[config.mk]
export PLATFORM = sky130hd
export DESIGN_NAME = crc16_ccitt_byte_engine
export DESIGN_NICKNAME = d
export VERILOG_FILES = /design/src/rtl/crc16_pkg.sv /design/src/rtl/crc16_ccitt_byte_engine.sv
export SDC_FILE = /design/constraint.sdc
export NUM_CORES = 1
export LEC_CHECK = 0
export BUFFER_PORTS_ARGS = -buffer_cell sky130_fd_sc_hd__buf_2
export CORE_MARGIN = 4
export CORE_UTILIZATION = 55
export DETAILED_ROUTE_END_ITERATION = 16
export HOLD_SLACK_MARGIN = 0.15
export PLACE_DENSITY = 0.82
export REMOVE_ABC_BUFFERS = 1
export SLEW_MARGIN = 5
export SYNTH_ARGS = -nofsm -noshare
export SYNTH_HDL_FRONTEND = slang
export SYNTH_SLANG_ARGS = --single-unit
export TNS_END_PERCENT = 20
[constraint.sdc]
create_clock -name clk -period 2.55 [get_ports clk]
set_input_delay 0.1275 -clock clk [delete_from_list [all_inputs] [get_ports clk]]
set_output_delay 0.1275 -clock clk [all_outputs]
set_load 0.05 [all_outputs]
[src/rtl/crc16_pkg.sv]
// Package for the CRC-16 byte engine: seed and polynomial constants and the
// byte-wide fold function. No dependencies.
package crc16_pkg;

  localparam logic [15:0] CRC_POLY       = 16'h1021;
  localparam logic [15:0] CRC_SEED_RESET = 16'hC78C;

  // Fold one byte into the CRC, MSB first, eight shift steps of the poly.
  function automatic logic [15:0] crc_fold_byte(input logic [15:0] crc,
                                                input logic [7:0]  data);
    logic [15:0] acc;
    acc = crc ^ {data, 8'h00};
    for (int b = 0; b < 8; b++) begin
      if (acc[15]) begin
        acc = {acc[14:0], 1'b0} ^ CRC_POLY;
      end else begin
        acc = {acc[14:0], 1'b0};
      end
    end
    return acc;
  endfunction

endpackage

[src/rtl/crc16_ccitt_byte_engine.sv]
// Top level of the CRC-16 (poly 0x1021, MSB first) byte engine.
// Depends on crc16_pkg for constants and the byte fold function.

// One message byte is taken per cycle while in_ready is high: the byte-wide
// fold sits between the running CRC register and the result register. A byte
// flagged first_byte restarts from the init_value seed (reset 0xC78C, written
// through cfg_wr_en/cfg_wr_data; the user must write it only while idle, as
// the block does not enforce it). A last byte's CRC enters the result register,
// or the skid register while a result waits; this two-word output stage keeps
// input flowing while a result waits. Input stalls only when both hold words.
module crc16_ccitt_byte_engine (
  input  logic        clk,
  input  logic        rst,
  // configuration
  input  logic        cfg_wr_en,
  input  logic [15:0] cfg_wr_data,
  // byte input
  input  logic        in_valid,
  output logic        in_ready,
  input  logic [7:0]  data_byte,
  input  logic        first_byte,
  input  logic        last_byte,
  // CRC result
  output logic        out_valid,
  input  logic        out_ready,
  output logic [15:0] crc_value
);

  logic [15:0] init_value;
  logic [15:0] running_crc;
  logic [15:0] running_crc_next;
  logic        skid_valid;
  logic [15:0] skid_crc;
  logic        in_fire;
  logic        push;
  logic        pop;

  assign in_ready = !skid_valid;
  assign in_fire  = in_valid && in_ready;
  assign push     = in_fire && last_byte;
  assign pop      = out_valid && out_ready;

  // Reload seed on the first byte, then fold the byte in
  assign running_crc_next = crc16_pkg::crc_fold_byte(
      first_byte ? init_value : running_crc, data_byte);

  // Hold the seed register
  always_ff @(posedge clk) begin
    if (rst) begin
      init_value <= crc16_pkg::CRC_SEED_RESET;
    end else if (cfg_wr_en) begin
      init_value <= cfg_wr_data;
    end
  end

  // Advance the running CRC on every accepted byte
  always_ff @(posedge clk) begin
    if (rst) begin
      running_crc <= crc16_pkg::CRC_SEED_RESET;
    end else if (in_fire) begin
      running_crc <= running_crc_next;
    end
  end

  // Output word and skid word control
  always_ff @(posedge clk) begin
    if (rst) begin
      out_valid  <= 1'b0;
      skid_valid <= 1'b0;
    end else if (skid_valid) begin
      if (pop) begin
        skid_valid <= 1'b0;
      end
    end else if (push) begin
      if (out_valid && !pop) begin
        skid_valid <= 1'b1;
      end else begin
        out_valid <= 1'b1;
      end
    end else if (pop) begin
      out_valid <= 1'b0;
    end
  end

  // Output word and skid word payload
  always_ff @(posedge clk) begin
    if (skid_valid) begin
      if (pop) begin
        crc_value <= skid_crc;
      end
    end else if (push) begin
      if (out_valid && !pop) begin
        skid_crc <= running_crc_next;
      end else begin
        crc_value <= running_crc_next;
      end
    end
  end

endmodule

==> flow_metrics.tcl <==
set metrics [dict create \
    status "complete, no violations" \
    cp_max_fo 4 \
    coreArea_um2 5110 \
    netSwitchingFraction 0.290 \
    grt_start_max_net_pins 22 \
    cp_cell_sequence "mux2i_1 > xor2_1 > xnor3_1 > mux2_2" \
    dpl.hpwl_um 3860 \
    yosysWarnings 0 \
    initial_core_util 0.569 \
    crit_path_end "crc_value[8]" \
    diodes 0 \
    crit_arrival_ns 2.01 \
    routed_wl_um 5790 \
    cts_buffers 9 \
    yosysTopAreaCellShare 0.331 \
    period_needed_ns 1.91 \
    post-cts-setup-buffers 0 \
    rows 26 \
    crit_start "init_value[15]" \
    layout-drive-gt1-share 0.265 \
    pwr_density_cell_nw_per_um2 796 \
    grt_overflow 0 \
    clkPwrFrac 0.302 \
    power_frac_seq 0.456 \
    crit_slowest_cell "xnor3_1" \
    globalplace.congestion 0.790 \
    grt_usage 0.195 \
    drc 0 \
    nets 343 \
    die_w_um 80.7 \
    io_pins 49 \
    post_cts_resized 0 \
    cts_tree "done" \
    r2r_cells 4 \
    crit_buf_inv 0 \
    synth_edf_count 32 \
    synth_cells 241 \
    cellLeakagePower_nw 1.54 \
    r2r_end "crc_value[8]" \
    drv_slew 0 \
    antenna_found_initial 0 \
    area_growth_pct 24.1 \
    critPathLaunchType "flop" \
    hp-class "input pin to flop" \
    antenna_left 0 \
    clk_path_buf_depth 2 \
    vias 1971 \
    seq_area_frac_synth 0.565 \
    firstDrtPassIters 4 \
    fin_crit_sh 0.750 \
    rsz0062_at_grt "no" \
    ys_top_cells_by_area "edfxtp_1 33%, dfxtp_1 23%, mux2i_1 9.7%" \
    cap_viol_max_count 0 \
    ys_types 27 \
    cp.required_ns 2.64 \
    hold_viol 0 \
    cp-end-kind "flop" \
    max_freq_ghz 0.523 \
    synth_ff_type "dfxtp_1" \
    hold_depth 3 \
    fill_cells 372 \
    synth_commonest_cells "34 x dfxtp_1, 32 x edfxtp_1, 28 x mux2i_1" \
    drt_first_iter_violations 139 \
    worst-path-stages 4 \
    cts_root_buf "clkbuf_8" \
    r2r_setup_slack_ns 0.64 \
    final.setup.tns_ns 0 \
    crit_family "XOR/XNOR gates" \
    clk-insertion-delay-late_ns 0.34 \
    holdWs_ns 0.203 \
    clk_pin_slew_ns 0.07 \
    grt_pass1_wl_um 9390 \
    wl_per_cell_um 15.0 \
    p_int_mw 2.04 \
    port_buffers 48 \
    ys_seq_elements 66 \
    synth_area_um2 2900 \
    r2r_start "init_value[15]" \
    synthArstFlopShare 0 \
    cts_sinks 66 \
    p_sw_mw 0.833 \
    setup_viol 0 \
    chipHeight_um 80.7 \
    post-synth-top-count-cell "dfxtp_1" \
    avgSynthCellArea_um2 12.0 \
    grt_pass1_vias 1921 \
    synth_largest_area_cell "edfxtp_1" \
    combPwrFrac 0.243 \
    clock_skew_ns 0.00689 \
    critPathMaxStageDelay_ns 0.51 \
    die_area_um2 6510 \
    slew-limit-headroom 0.482 \
    vias_per_cell 5.09 \
    htreeDepth 3 \
    peakVddDrop_v 0.000455 \
    critPathKind "flop to flop" \
    worst_pin_slew_ns 0.776 \
]
state kept, by name (all words and copies together) (netlist names):
name         count
init_value      16
crc_value       16
running_crc     16
skid_crc        16
out_valid        1
skid_valid       1
metrics by stage:
step / cells / power, mW / cell area [um^2] / util / setup slack [ns]
floorplan: 229 / 1.82 / 2850 / - / 0.416
global placement: 351 / 1.98 / 3210 / 0.628 / 0.445
detailed placement: 351 / 2.00 / 3210 / 0.628 / 0.372
CTS: 387 / 2.88 / 3600 / 0.706 / 0.641
global route: 387 / 3.00 / 3600 / 0.706 / 0.525
finish: 387 / 2.87 / 3600 / 0.706 / 0.637
power by group through the flow:
stage	clock, mW	sequential [mW]	combinational, mW
after detailed placement	0	1.33	0.670
after CTS	0.878	1.31	0.696
after floorplan	0	1.43	0.390
after global routing	0.919	1.32	0.761
after global placement	0	1.33	0.650
final	0.866	1.31	0.697
routing by layer:
layer / track usage / vias to the layer above / share of wire
met5: 0 / - / 0
met4: 0.0811 / 0 / 0.013
met3: 0.0381 / 7 / 0.059
met2: 0.295 / 64 / 0.45
met1: 0.274 / 929 / 0.48
li1: - / 971 / -
how the worst min path moves through the flow:
stage                     end  slack (ns)            start
2_1_floorplan       out_valid        0.20              rst
3_3_place_gp   init_value[10]        0.34  cfg_wr_data[10]
3_5_place_dp   init_value[10]        0.35  cfg_wr_data[10]
4_1_cts           skid_crc[4]        0.20     data_byte[4]
5_1_grt           skid_crc[9]        0.21     data_byte[4]
6_report          skid_crc[4]        0.20     data_byte[4]
cell families (layout without fill, tap and decap cells):
group / count (synthesis) / count (layout) / share of synthesized area
XOR/XNOR: 32 / 32 / 0.125
AO/OA/AOI/OAI: 22 / 22 / 0.0452
multiplexers: 42 / 42 / 0.152
buffers and inverters: 17 / 93 / 0.0246
flip-flops: 66 / 66 / 0.565
AND/OR/NAND/NOR: 62 / 62 / 0.0879
area by class of cell:
cell class | count | area [um^2] | area share
flip-flops and latches | 66 | 1640 | 0.455
multi-input cells | 158 | 1190 | 0.330
repair buffers | 72 | 470 | 0.131
clock buffers | 11 | 141 | 0.0392
well taps | 70 | 87.6 | 0.0243
clock inverters | 5 | 53.8 | 0.0149
inverters | 5 | 18.8 | 0.00521
layout by cell type (no fill, tap or decap), types with 4 or more instances in the layout:
cell type	instances
inv_1	4
buf_2	48
dfxtp_1	34
nor2b_1	4
xnor2_1	13
xnor3_1	5
dlygate4sd3_1	20
mux2_2	13
nor2_1	25
a21oi_1	9
edfxtp_1	32
o21ai_0	7
clkbuf_8	10
nand2_1	25
mux2i_1	28
xor2_1	12
buf_4	4
nand3_1	4
worst reg2reg max path, delay by kind of cell (launching register included):
| family | cells | cell delay (ns) |
|---|---|---|
| xor gates and xnor gates | 2 | 0.86 |
| DFF | 1 | 0.34 |
| muxes | 2 | 0.46 |
repair_timing:
item                                   in CTS  in global routing
setup endpoints to repair                   0                  0
hold buffers                               20                  0
endpoints found under the hold margin      18                  0
No activity file was read; power rests on OpenSTA's default activity.
